### config.mk
export PLATFORM = sky130hd
export DESIGN_NAME = key_press_deadtime_repeat
export DESIGN_NICKNAME = d
export VERILOG_FILES = /design/src/rtl/core/kpdr_pkg.sv /design/src/rtl/core/kpdr_lane.sv /design/src/rtl/core/kpdr_merge.sv /design/src/rtl/core/key_press_deadtime_repeat.sv
export SDC_FILE = /design/constraint.sdc
export NUM_CORES = 2
export LEC_CHECK = 0
export CORE_MARGIN = 4
export CORE_UTILIZATION = 55
export CTS_CLUSTER_SIZE = 12
export DETAILED_ROUTE_END_ITERATION = 8
export DONT_BUFFER_PORTS = 1
export GPL_TIMING_DRIVEN = 1
export PLACE_DENSITY = 0.72
export SYNTH_ARGS = -nofsm -noshare
export SYNTH_HDL_FRONTEND = slang
export SYNTH_HIERARCHICAL = 1
export SYNTH_SLANG_ARGS = --single-unit
### constraint.sdc
create_clock -name clk -period 9.4 [get_ports clk]
set_clock_uncertainty 0.15 [all_clocks]
set_input_delay 0.47 -clock clk [delete_from_list [all_inputs] [get_ports clk]]
set_output_delay 0.47 -clock clk [all_outputs]
set_load 0.005 [all_outputs]
### src/rtl/core/kpdr_pkg.sv
// Package for the key dead-time / auto-repeat block.
// Holds field widths, register indexes, reset values and the shared types.
// No dependencies.
package kpdr_pkg;

  // Fixed widths of the stream fields and registers
  localparam int TIME_W     = 24;
  localparam int TICK_W     = 16;
  localparam int COUNT_W    = 8;
  localparam int FIELD_KEYS = 4;
  localparam int IDX_W      = 3;

  localparam int IN_DATA_W  = 24;  // 16 + 4 bits, padded to whole bytes
  localparam int OUT_DATA_W = 8;

  localparam int NUM_KEYS_DEF = 4;

  // Configuration register indexes
  typedef enum logic [IDX_W-1:0] {
    REG_PRESS_TIME      = 3'd0,
    REG_LONG_DEAD_TIME  = 3'd1,
    REG_SHORT_DEAD_TIME = 3'd2,
    REG_SCREEN_WINDOW   = 3'd3,
    REG_MIN_TRIGGERS    = 3'd4,
    REG_SHORT_DEAD_MASK = 3'd5
  } reg_idx_t;

  // Reset values of the registers
  localparam logic [TIME_W-1:0]     PRESS_TIME_RST      = 24'd50;
  localparam logic [TIME_W-1:0]     LONG_DEAD_TIME_RST  = 24'd500;
  localparam logic [TIME_W-1:0]     SHORT_DEAD_TIME_RST = 24'd100;
  localparam logic [TIME_W-1:0]     SCREEN_WINDOW_RST   = 24'd1000;
  localparam logic [COUNT_W-1:0]    MIN_TRIGGERS_RST    = 8'd3;
  localparam logic [FIELD_KEYS-1:0] SHORT_DEAD_MASK_RST = 4'd0;

  // Shared timing settings seen by every lane
  typedef struct packed {
    logic [TIME_W-1:0]  hold_lim;
    logic [TIME_W-1:0]  dead_long;
    logic [TIME_W-1:0]  dead_short;
    logic [TIME_W-1:0]  screen_window;
    logic [COUNT_W-1:0] min_triggers;
  } cfg_t;

  // Per-key phase, one-hot
  typedef enum logic [2:0] {
    PH_IDLE    = 3'b001,
    PH_PRESSED = 3'b010,
    PH_DEAD    = 3'b100
  } phase_t;

  // Saturating 24-bit add of a tick to a timer
  function automatic logic [TIME_W-1:0] add_sat(input logic [TIME_W-1:0] a,
                                                input logic [TICK_W-1:0] b);
    logic [TIME_W:0] s;
    s = {1'b0, a} + {{(TIME_W-TICK_W+1){1'b0}}, b};
    add_sat = s[TIME_W] ? {TIME_W{1'b1}} : s[TIME_W-1:0];
  endfunction

endpackage

### src/rtl/core/kpdr_lane.sv
// One key lane: phase machine, phase timer, screen timer and repeat count.
// Depends on kpdr_pkg.
module kpdr_lane (
  input  logic                          clk,
  input  logic                          rst_n,
  input  logic                          step,        // tick transfer accepted
  input  logic [kpdr_pkg::TICK_W-1:0]   tick_elapsed,
  input  logic                          down,
  input  logic                          short_en,
  input  kpdr_pkg::cfg_t                cfg,
  output logic                          trigger,
  output logic                          fast_mode
);

  kpdr_pkg::phase_t                    phase_r, phase_nxt;
  logic [kpdr_pkg::TIME_W-1:0]         phase_tmr_r, phase_tmr_nxt;
  logic [kpdr_pkg::TIME_W-1:0]         scr_tmr_r, scr_tmr_nxt;
  logic [kpdr_pkg::COUNT_W-1:0]        rpt_cnt_r, rpt_cnt_nxt;

  logic [kpdr_pkg::TIME_W-1:0]         phase_sum;
  logic [kpdr_pkg::TIME_W-1:0]         hold_sum;
  logic [kpdr_pkg::TIME_W-1:0]         dead_sel;
  logic                                fire;

  // Both candidate hold times in parallel: continuing press or fresh press
  assign phase_sum = kpdr_pkg::add_sat(phase_tmr_r, tick_elapsed);
  assign hold_sum  = (phase_r == kpdr_pkg::PH_PRESSED) ? phase_sum
                   : {{(kpdr_pkg::TIME_W-kpdr_pkg::TICK_W){1'b0}}, tick_elapsed};

  // Next state for one tick
  always_comb begin
    phase_nxt     = phase_r;
    phase_tmr_nxt = phase_tmr_r;
    rpt_cnt_nxt   = rpt_cnt_r;
    fire          = 1'b0;

    // screen timer runs only while a repeat run is counted
    scr_tmr_nxt = (rpt_cnt_r == '0) ? '0 : kpdr_pkg::add_sat(scr_tmr_r, tick_elapsed);

    dead_sel = (short_en && (rpt_cnt_r >= cfg.min_triggers)) ? cfg.dead_short
                                                             : cfg.dead_long;

    // dead time expiry
    if (phase_r == kpdr_pkg::PH_DEAD) begin
      phase_tmr_nxt = phase_sum;
      if (phase_sum > dead_sel) begin
        phase_nxt     = kpdr_pkg::PH_IDLE;
        phase_tmr_nxt = '0;
      end
    end

    // release while pressed
    if (phase_nxt == kpdr_pkg::PH_PRESSED && !down) begin
      phase_nxt     = kpdr_pkg::PH_IDLE;
      phase_tmr_nxt = '0;
    end

    // new press
    if (down && phase_nxt == kpdr_pkg::PH_IDLE) begin
      phase_nxt     = kpdr_pkg::PH_PRESSED;
      phase_tmr_nxt = '0;
    end

    // idle gap clears the run, otherwise a held key accumulates hold time
    if (phase_nxt == kpdr_pkg::PH_IDLE && scr_tmr_nxt > cfg.screen_window) begin
      rpt_cnt_nxt = '0;
      scr_tmr_nxt = '0;
    end else if (down && phase_nxt == kpdr_pkg::PH_PRESSED) begin
      phase_tmr_nxt = hold_sum;
      if (hold_sum > cfg.hold_lim) begin
        fire = 1'b1;
        if (rpt_cnt_r < cfg.min_triggers) begin
          rpt_cnt_nxt = rpt_cnt_r + 1'b1;
        end
        phase_nxt     = kpdr_pkg::PH_DEAD;
        phase_tmr_nxt = '0;
      end
    end

    // run dropped when the window passes before fast mode is reached
    if (scr_tmr_nxt > cfg.screen_window && rpt_cnt_nxt < cfg.min_triggers) begin
      rpt_cnt_nxt = '0;
    end
  end

  assign trigger   = fire;
  assign fast_mode = (rpt_cnt_nxt >= cfg.min_triggers);

  // State registers
  always_ff @(posedge clk) begin
    if (!rst_n) begin
      phase_r     <= kpdr_pkg::PH_IDLE;
      phase_tmr_r <= '0;
      scr_tmr_r   <= '0;
      rpt_cnt_r   <= '0;
    end else if (step) begin
      phase_r     <= phase_nxt;
      phase_tmr_r <= phase_tmr_nxt;
      scr_tmr_r   <= scr_tmr_nxt;
      rpt_cnt_r   <= rpt_cnt_nxt;
    end
  end

endmodule

### src/rtl/core/kpdr_merge.sv
// Merge stage: gathers the lane flags into one result and holds it in an
// output register with a skid stage. Depends on kpdr_pkg.
module kpdr_merge #(
  parameter int NUM_KEYS = kpdr_pkg::NUM_KEYS_DEF
) (
  input  logic                              clk,
  input  logic                              rst_n,
  input  logic                              in_valid,
  output logic                              in_ready,
  input  logic [NUM_KEYS-1:0]               lane_trig,
  input  logic [NUM_KEYS-1:0]               lane_fast,
  output logic                              out_valid,
  input  logic                              out_ready,
  output logic [kpdr_pkg::OUT_DATA_W-1:0]   out_data
);

  localparam int FK = kpdr_pkg::FIELD_KEYS;

  logic [FK-1:0]                      trig_bits;
  logic [FK-1:0]                      fast_bits;
  logic [kpdr_pkg::OUT_DATA_W-1:0]    res;
  logic                               out_valid_r, skid_valid_r;
  logic [kpdr_pkg::OUT_DATA_W-1:0]    out_data_r, skid_data_r;
  logic                               push, pop;

  // Keys beyond the field width are dropped, missing keys read as zero
  for (genvar i = 0; i < FK; i++) begin : g_bits
    if (i < NUM_KEYS) begin : g_have
      assign trig_bits[i] = lane_trig[i];
      assign fast_bits[i] = lane_fast[i];
    end else begin : g_none
      assign trig_bits[i] = 1'b0;
      assign fast_bits[i] = 1'b0;
    end
  end

  assign res      = {fast_bits, trig_bits};
  assign in_ready = !skid_valid_r;
  assign push     = in_valid && in_ready;
  assign pop      = out_valid_r && out_ready;

  // Output register plus skid
  always_ff @(posedge clk) begin
    if (!rst_n) begin
      out_valid_r  <= 1'b0;
      skid_valid_r <= 1'b0;
    end else if (!out_valid_r || pop) begin
      if (skid_valid_r) begin
        out_valid_r  <= 1'b1;
        skid_valid_r <= 1'b0;
      end else begin
        out_valid_r <= push;
      end
    end else if (push) begin
      skid_valid_r <= 1'b1;
    end
  end

  always_ff @(posedge clk) begin
    if (!out_valid_r || pop) begin
      out_data_r <= skid_valid_r ? skid_data_r : res;
    end else if (push) begin
      skid_data_r <= res;
    end
  end

  assign out_valid = out_valid_r;
  assign out_data  = out_data_r;

endmodule

### src/rtl/core/key_press_deadtime_repeat.sv
// Key debounce with dead time and auto-repeat acceleration, top level.
// Holds the configuration registers; instantiates kpdr_lane and kpdr_merge.
// Depends on kpdr_pkg.
//
// One tick transfer is taken every clock cycle while in_tready is high: all
// keys are updated side by side, one lane per key, in the cycle the tick is
// accepted, and the result (trigger and fast-mode masks) is registered in the
// output register. A skid stage behind the output register lets one further
// tick in while the result waits; in_tready drops only when both are full. The
// per-lane 24-bit add and compare chain sets the clock limit.
module key_press_deadtime_repeat #(
  parameter int NUM_KEYS = kpdr_pkg::NUM_KEYS_DEF
) (
  input  logic                                clk,
  input  logic                                rst_n,
  // tick input
  input  logic                                in_tvalid,
  output logic                                in_tready,
  input  logic [kpdr_pkg::IN_DATA_W-1:0]      in_tdata,   // tick_elapsed[15:0], pressed_bits[19:16]
  // result output
  output logic                                out_tvalid,
  input  logic                                out_tready,
  output logic [kpdr_pkg::OUT_DATA_W-1:0]     out_tdata,  // trigger_bits[3:0], fast_mode_bits[7:4]
  // configuration writes
  input  logic                                cfg_we,
  input  logic [kpdr_pkg::IDX_W-1:0]          cfg_index,
  input  logic [kpdr_pkg::TIME_W-1:0]         cfg_wdata
);

  localparam int FK = kpdr_pkg::FIELD_KEYS;

  kpdr_pkg::cfg_t                 cfg_r;
  logic [FK-1:0]                  short_mask_r;
  logic [kpdr_pkg::TICK_W-1:0]    tick_elapsed;
  logic [FK-1:0]                  pressed_bits;
  logic                           step;
  logic [NUM_KEYS-1:0]            lane_trig;
  logic [NUM_KEYS-1:0]            lane_fast;

  assign tick_elapsed = in_tdata[kpdr_pkg::TICK_W-1:0];
  assign pressed_bits = in_tdata[kpdr_pkg::TICK_W +: FK];
  assign step         = in_tvalid && in_tready;

  // Configuration registers
  always_ff @(posedge clk) begin
    if (!rst_n) begin
      cfg_r.hold_lim      <= kpdr_pkg::PRESS_TIME_RST;
      cfg_r.dead_long     <= kpdr_pkg::LONG_DEAD_TIME_RST;
      cfg_r.dead_short    <= kpdr_pkg::SHORT_DEAD_TIME_RST;
      cfg_r.screen_window <= kpdr_pkg::SCREEN_WINDOW_RST;
      cfg_r.min_triggers  <= kpdr_pkg::MIN_TRIGGERS_RST;
      short_mask_r        <= kpdr_pkg::SHORT_DEAD_MASK_RST;
    end else if (cfg_we) begin
      unique case (cfg_index)
        kpdr_pkg::REG_PRESS_TIME:      cfg_r.hold_lim      <= cfg_wdata;
        kpdr_pkg::REG_LONG_DEAD_TIME:  cfg_r.dead_long     <= cfg_wdata;
        kpdr_pkg::REG_SHORT_DEAD_TIME: cfg_r.dead_short    <= cfg_wdata;
        kpdr_pkg::REG_SCREEN_WINDOW:   cfg_r.screen_window <= cfg_wdata;
        kpdr_pkg::REG_MIN_TRIGGERS:
          cfg_r.min_triggers <= cfg_wdata[kpdr_pkg::COUNT_W-1:0];
        kpdr_pkg::REG_SHORT_DEAD_MASK: short_mask_r <= cfg_wdata[FK-1:0];
        default: ;
      endcase
    end
  end

  // One lane per key; keys beyond the field read as released
  for (genvar k = 0; k < NUM_KEYS; k++) begin : g_lane
    logic down_k;
    logic short_k;

    if (k < FK) begin : g_in
      assign down_k  = pressed_bits[k];
      assign short_k = short_mask_r[k];
    end else begin : g_out
      assign down_k  = 1'b0;
      assign short_k = 1'b0;
    end

    kpdr_lane u_lane (
      .clk          (clk),
      .rst_n        (rst_n),
      .step         (step),
      .tick_elapsed (tick_elapsed),
      .down         (down_k),
      .short_en     (short_k),
      .cfg          (cfg_r),
      .trigger      (lane_trig[k]),
      .fast_mode    (lane_fast[k])
    );
  end

  kpdr_merge #(
    .NUM_KEYS (NUM_KEYS)
  ) u_merge (
    .clk       (clk),
    .rst_n     (rst_n),
    .in_valid  (in_tvalid),
    .in_ready  (in_tready),
    .lane_trig (lane_trig),
    .lane_fast (lane_fast),
    .out_valid (out_tvalid),
    .out_ready (out_tready),
    .out_data  (out_tdata)
  );

endmodule
; ---- After elaboration in Yosys (flattened, before gate mapping)
; Cells that the tools add are included.
[totals]
ff_bits = 362
latch_bits = 0
mem_bits_rw = 0
mem_bits_ro = 0
input_bits = 56
output_inout_bits = 10
word_cells = 261
mem_count = 0
[classes]
addsub = 12
n_mul = 0
n_div = 0
order_cmp = 32
n_eq_ne = 29
n_shift = 0
n_mux = 114
n_bitwise = 2
n_reduce_logical = 46
[op_table]
columns = cell, count
row1 = two-way mux 24 bit, 52
row2 = > comparator 24 bit, 16
row3 = adder 24 x 16 -> 25 bit, 8
row4 = two-way mux 8 bit, 21
row5 = two-way mux 3 bit, 28
row6 = greater-or-equal comparator 8 bit, 8
row7 = < comparator 8 bit, 8
row8 = "equality test 3 x 2 -> 1 bit, second input constant", 14
row9 = "adder 8 x 1 -> 8 bit, second input constant", 4
row10 = zero test 8 bit, 4
row11 = "equality test 3 x 1 -> 1 bit, second input constant", 9
row12 = logical AND 1 bit, 26
row13 = "equality test 3 bit, second input constant", 6
row14 = AND reduction 2 bit, 7
row15 = two-way mux 1 bit, 13
row16 = zero test 1 bit, 6
row17 = zero test 3 bit, 1
row18 = inverter 1 bit, 2
row19 = OR reduction 2 bit, 1
row20 = logical OR 1 bit, 1

; ---- Longest topological paths before layout
[depth]
depth_word = 21
ltp_mapped = 44
mapped_depth_nobuf = 42

; ---- By module
; Netlist, hierarchy kept.
[modules_own_cells]
columns = mod, instances, cells_each, area_per_inst_um2
row1 = kpdr_lane at g_lane[3].u_lane, 1, 1156, 8521.9
row2 = kpdr_lane at g_lane[0].u_lane, 1, 1131, 8381.8
row3 = kpdr_lane at g_lane[2].u_lane, 1, 1118, 8335.5
row4 = kpdr_lane at g_lane[1].u_lane, 1, 1114, 8250.4
row5 = key_press_deadtime_repeat, 1, 397, 4112.7
row6 = kpdr_merge, 1, 33, 699.4

; ---- Least setup slack after synthesis
; No wires, ideal clock.
[synth_timing]
path_type = in2reg
start = input in_tdata[0] (netlist bit)
end = register u_merge.out_data_r (netlist bit u_merge/out_data[4]) (data pin)
setup_time_ns = 0.260
arrival_time_ns = 8.565
required_time_ns = 8.990
slack_ns = 0.425
cell_stages = 39
n_path_buf = 3
cell_sequence = ha_1 -> fa_1 -> a211oi_1 -> o21ai_0 -> a31o_2 -> a221o_1 -> a21oi_2 -> nor2_1 -> nand3_1 -> mux2_2 -> ha_1 -> nand4_1 -> nor4_1 -> a31oi_1 -> a21oi_1 -> o2111a_1 -> clkbuf_1 -> nand2b_1 -> (+3 left out) -> nand4_1 -> nor2_1 -> o2111ai_1 -> o21a_1 -> a211oi_1 -> a21boi_1 -> buf_2 -> nor2_1 -> ha_1 -> a21o_1 -> a21o_1 -> a21o_1 -> a21o_1 -> a21oi_1 -> nor2b_1 -> o21ai_0 -> nand2b_1 -> mux2_4
[synth_between]
elab_cells_between_ends = 31
classes_between = add/sub (2) / order compare (6) / eq/ne (4) / mux (14) / reduce/logical (5)
[synth_lines]
columns = element, line_no
row1 = start: declaration, key_press_deadtime_repeat.sv:19  ; input logic [kpdr_pkg::IN_DATA_W-1:0] in_tdata,
row2 = adder 24 x 16 -> 25 bit, kpdr_pkg.sv:56  ; s = {1'b0, a} + {{(TIME_W-TICK_W+1){1'b0}}, b};
row3 = two-way mux 24 bit, kpdr_pkg.sv:57  ; add_sat = s[TIME_W] ? {TIME_W{1'b1}} : s[TIME_W-1:0];
row4 = > comparator 24 bit, kpdr_lane.sv:46  ; if (phase_sum > dead_sel) begin
row5 = two-way mux 3 bit, kpdr_lane.sv:46
row6 = two-way mux 3 bit, kpdr_lane.sv:44  ; if (phase_r == kpdr_pkg::PH_DEAD) begin
row7 = equality test 3 x 2 -> 1 bit, kpdr_lane.sv:53  ; if (phase_nxt == kpdr_pkg::PH_PRESSED && !down) begin
row8 = logical AND 1 bit, kpdr_lane.sv:53
row9 = two-way mux 3 bit, kpdr_lane.sv:53
row10 = (+6 left out), n/a
row11 = "via g_lane[0].u_lane.scr_tmr_nxt, one bit", kpdr_lane.sv:17  ; logic [kpdr_pkg::TIME_W-1:0] scr_tmr_r, scr_tmr_nxt;
row12 = > comparator 24 bit (*), kpdr_lane.sv:81  ; if (scr_tmr_nxt > cfg.screen_window && rpt_cnt_nxt < cfg.min_triggers) begin
row13 = logical AND 1 bit (*), kpdr_lane.sv:81
row14 = two-way mux 8 bit (*), kpdr_lane.sv:81
row15 = "via g_lane[0].u_lane.rpt_cnt_nxt, one bit", kpdr_lane.sv:18  ; logic [kpdr_pkg::COUNT_W-1:0] rpt_cnt_r, rpt_cnt_nxt;
row16 = greater-or-equal comparator 8 bit (*), kpdr_lane.sv:87  ; assign fast_mode = (rpt_cnt_nxt >= cfg.min_triggers);
row17 = via lane_fast[0], key_press_deadtime_repeat.sv:38  ; logic [NUM_KEYS-1:0] lane_fast;
row18 = two-way mux 8 bit (*), kpdr_merge.sv:61  ; out_data_r <= skid_valid_r ? skid_data_r : res;
row19 = end signal: assignment, kpdr_merge.sv:61
row20 = end: declaration, kpdr_merge.sv:23  ; logic [kpdr_pkg::OUT_DATA_W-1:0] out_data_r, skid_data_r;
; Mark *: on every way through the listed nets, which the timed path passes. The rest lies on a longest branch.
; A chain may end at the register's enable or synchronous reset.

; ---- Final worst setup path
[layout_timing]
start = register g_lane[3].u_lane/phase_tmr_r[6] (netlist bit)
end = register u_merge.out_data_r (netlist bit u_merge/out_data[7]) (data pin)
[layout_between]
elab_cells_between_ends = 27
classes_between = add/sub (1) / order compare (5) / eq/ne (4) / mux (12) / reduce/logical (5)
[layout_lines]
columns = element, line_no
row1 = start: declaration, kpdr_lane.sv:16  ; logic [kpdr_pkg::TIME_W-1:0] phase_tmr_r, phase_tmr_nxt;
row2 = start signal: assignment, kpdr_lane.sv:98  ; phase_tmr_r <= phase_tmr_nxt;
row3 = adder 24 x 16 -> 25 bit (*), kpdr_pkg.sv:56
row4 = two-way mux 24 bit (*), kpdr_pkg.sv:57
row5 = > comparator 24 bit (*), kpdr_lane.sv:46
row6 = two-way mux 3 bit (*), kpdr_lane.sv:46
row7 = two-way mux 3 bit (*), kpdr_lane.sv:44
row8 = equality test 3 x 2 -> 1 bit, kpdr_lane.sv:53
row9 = logical AND 1 bit, kpdr_lane.sv:53
row10 = two-way mux 3 bit (*), kpdr_lane.sv:53
row11 = (+6 left out), n/a
row12 = "via g_lane[3].u_lane.scr_tmr_nxt, one bit", kpdr_lane.sv:17
row13 = > comparator 24 bit (*), kpdr_lane.sv:81
row14 = logical AND 1 bit (*), kpdr_lane.sv:81
row15 = two-way mux 8 bit (*), kpdr_lane.sv:81
row16 = "via g_lane[3].u_lane.rpt_cnt_nxt, one bit", kpdr_lane.sv:18
row17 = greater-or-equal comparator 8 bit (*), kpdr_lane.sv:87
row18 = via lane_fast[3], key_press_deadtime_repeat.sv:38
row19 = two-way mux 8 bit (*), kpdr_merge.sv:61
; Marked as above.

==> flow_summary.toml <==
[cts]
htree_levels = 2
clockBufferDepth = 3
clk_pin_slew_ps = 60
cts-buffers-inserted = 46
worstSkewPairLatency_ps = 620
clock_sinks = 362
root_buffer = "clkbuf_16"
cts_tree = "done"

[floorplanning]
die_width_um = 272
fp-row-count = 96
core_area_sq_mm = 0.0688
die_y_um = 272
ios = 66
dieArea_sq_mm = 0.0739
start_util = 0.557

[global_routing]
grt_pass1_vias = 35800
grt_use_total = 0.370
grt_max_degree = 110
grt_first_pass_wirelength_mm = 214
grt-ovfl-total = 0
antenna_found_initial = 9

[synth]
synthFlopType = "dfxtp_1"
netlist_top_cells_area = "ha_1, dfxtp_1, mux2i_1, nand2_1, nor2_1"
synth_seq_cells = 362
synth_area_sq_mm = 0.0383
syn_area_per_cell_sq_um = 7.74
synthCells = 4949
synthArstFlopShare = 0
synth_edf_count = 16
synth_top_area_frac = 0.200
yosys_warnings = 6
yosysUniqueCellTypes = 123
yosysTopAreaCell = "ha_1"
ys_seq_area_frac = 0.193
syn_nets = 5625

[setup_path]
cp.arrival_ps = 9280
critical_path_class = "flip-flop to flip-flop"
cp_max_fo = 6
worstPathRequired_ps = 9600
slowest_stage = "o41a_1"
critPathLaunchType = "flip-flop"
slowest_delay_ps = 480
endpoint_kind = "flip-flop"
crit_path_frequent_cell = "a21o_1"

[sta]
period_needed_ps = 9080
relSlewSlack = 0.249
setup_viol = 0
worst_slew_pin_slew_ps = 1120
finalHoldViolations = 0
fmax_ghz = 0.110
drv_slew = 0
fin_tns_setup_ps = 0
post-route-period-util = 0.966

[final_layout]
ff_latch_area_sq_mm = 0.00741
drive_gt1_frac = 0.0806
multi_input_area_sq_mm = 0.0291
final_cell_mix = "ha_1, nand2_1, nor2_1"
final_area_sq_mm = 0.0422
area_growth_pct = 10.3
fin_nets = 5684
final_common_cell = "ha_1"
final_util = 0.614
fillers = 6132

[outcome]
violations = "design-rule violations"
status = "finished, violations left"

[route]
drt-pass1-iter-count = 9
finalWirelength_mm = 144
initialDrtViolationCount = 4917
antenna_left = 0
viasPerCell = 6.55
wl_per_cell_um = 24.0
drcViolationCount = 8
vias = 39200

[power_and_ir_drop]
finalPower_mw = 5.06
p_per_area_mw_per_mm2 = 120
p_leak_nw = 19.6
vdd_drop_max_mv = 0.125

[placed_design]
port_buffers = 0
hpwl_mm = 102
gp_congestion = 1.09
placed_cell_area_sq_mm = 0.0398

[flow_run]
max_cap_viol_count = 0

[hold_path]
hold_path_class = "primary input to flip-flop"
==> metal layers <==
metal / vias to the layer above / wire length [um] / global-route usage
li1: 18200 / - / -
met1: 18400 / 59400 / 0.504
met2: 2183 / 56100 / 0.519
met3: 486 / 18300 / 0.105
met4: 8 / 9790 / 0.220
met5: - / 111 / 0
==> synth_stat cells (35+ instances only) <==
| master | number |
|---|---|
| nand3_1 | 124 |
| o21ai_0 | 292 |
| a21oi_1 | 341 |
| inv_1 | 340 |
| a31oi_1 | 63 |
| mux2i_1 | 224 |
| nand2b_1 | 63 |
| a21o_1 | 118 |
| a211oi_1 | 47 |
| a22o_1 | 35 |
| ha_1 | 612 |
| clkbuf_1 | 120 |
| xnor2_1 | 86 |
| buf_2 | 37 |
| nor3_1 | 79 |
| o211ai_1 | 35 |
| xor2_1 | 55 |
| nand2_1 | 529 |
| and3_1 | 57 |
| nand4_1 | 91 |
| dfxtp_1 | 346 |
| o21a_1 | 53 |
| nor2_1 | 460 |
| nor2b_1 | 106 |
| and2_1 | 65 |
==> power by group <==
group / switching [mW] / internal, mW
sequential: 0.0761 / 1.60
combinational: 0.907 / 0.574
clock: 0.776 / 1.13
total: 1.76 / 3.31
==> final timing paths <==
path | start | to | slack [ps] | cells after the start
worst max-delay path | g_lane[3].u_lane/phase_tmr_r[6]$_SDFFE_PN0P_ | u_merge/out_data[7]$_DFFE_PP_ | 320 | 40
worst min-delay path | rst_n | cfg_r[11]$_SDFFE_PN1P_ | 10 | 2
worst max register to register | g_lane[3].u_lane/phase_tmr_r[6]$_SDFFE_PN0P_ | u_merge/out_data[7]$_DFFE_PP_ | 320 | 40
worst min register to register | g_lane[0].u_lane/scr_tmr_r[2]$_SDFFE_PN0P_ | g_lane[0].u_lane/scr_tmr_r[2]$_SDFFE_PN0P_ | 310 | 1
==> final cells by class <==
cell class                 instances  share of cell area
sequential                       362               0.175
timing repair buffer             196              0.0398
tap                              931              0.0276
antenna                            8            0.000474
clock inverter                    14             0.00560
clock buffer                      66              0.0312
inverter                         343              0.0305
multi-input combinational       4059               0.690
==> worst max-delay path, delay by kind of cell, from the launching register on <==
family / cells / cell delay [ps]
muxes: 2 / 490
AOI/OAI and AO/OA: 21 / 4510
buffers and inverters: 3 / 450
and+or+nand+nor: 10 / 1690
adders and majority gates: 4 / 1160
DFF: 1 / 340
==> timing repair <==
item                                    CTS  global route
pin swaps                                 0            17
endpoints found under the setup margin    1             7
setup buffers                             0            17
hold buffers                             41             0
gates resized for setup                   2            68
endpoints found under the hold margin   157             0
==> kinds of logic after synthesis <==
group	Yosys count	share of synthesized area
fa+ha+maj	620	0.204
flops	362	0.193
xor+xnor	142	0.0327
simple gates	1712	0.215
mux	251	0.0673
buf+inv	528	0.0554
compound gates	1334	0.232
==> state kept, by name (all words and copies together), names as in the netlist, 4 cells and up <==
name / count
g_lane.u_lane/rpt_cnt_r: 32
g_lane.u_lane/phase_tmr_r: 96
cfg_r: 104
g_lane.u_lane/phase_r: 12
u_merge/skid_data_r: 8
u_merge/out_data: 8
short_mask_r: 4
g_lane.u_lane/scr_tmr_r: 96
==> metrics by stage <==
stage,setup WS [ps],hold WS (ps),std cells
CTS,81.9,0.885,5954
floorplan,425,270,4949
global placement,-51.7,287,5833
finish,321,9.51,5979
detailed placement,-208,296,5833
global route,-78.3,12.8,5972
Note: power is estimated with default switching activity, not from simulation.
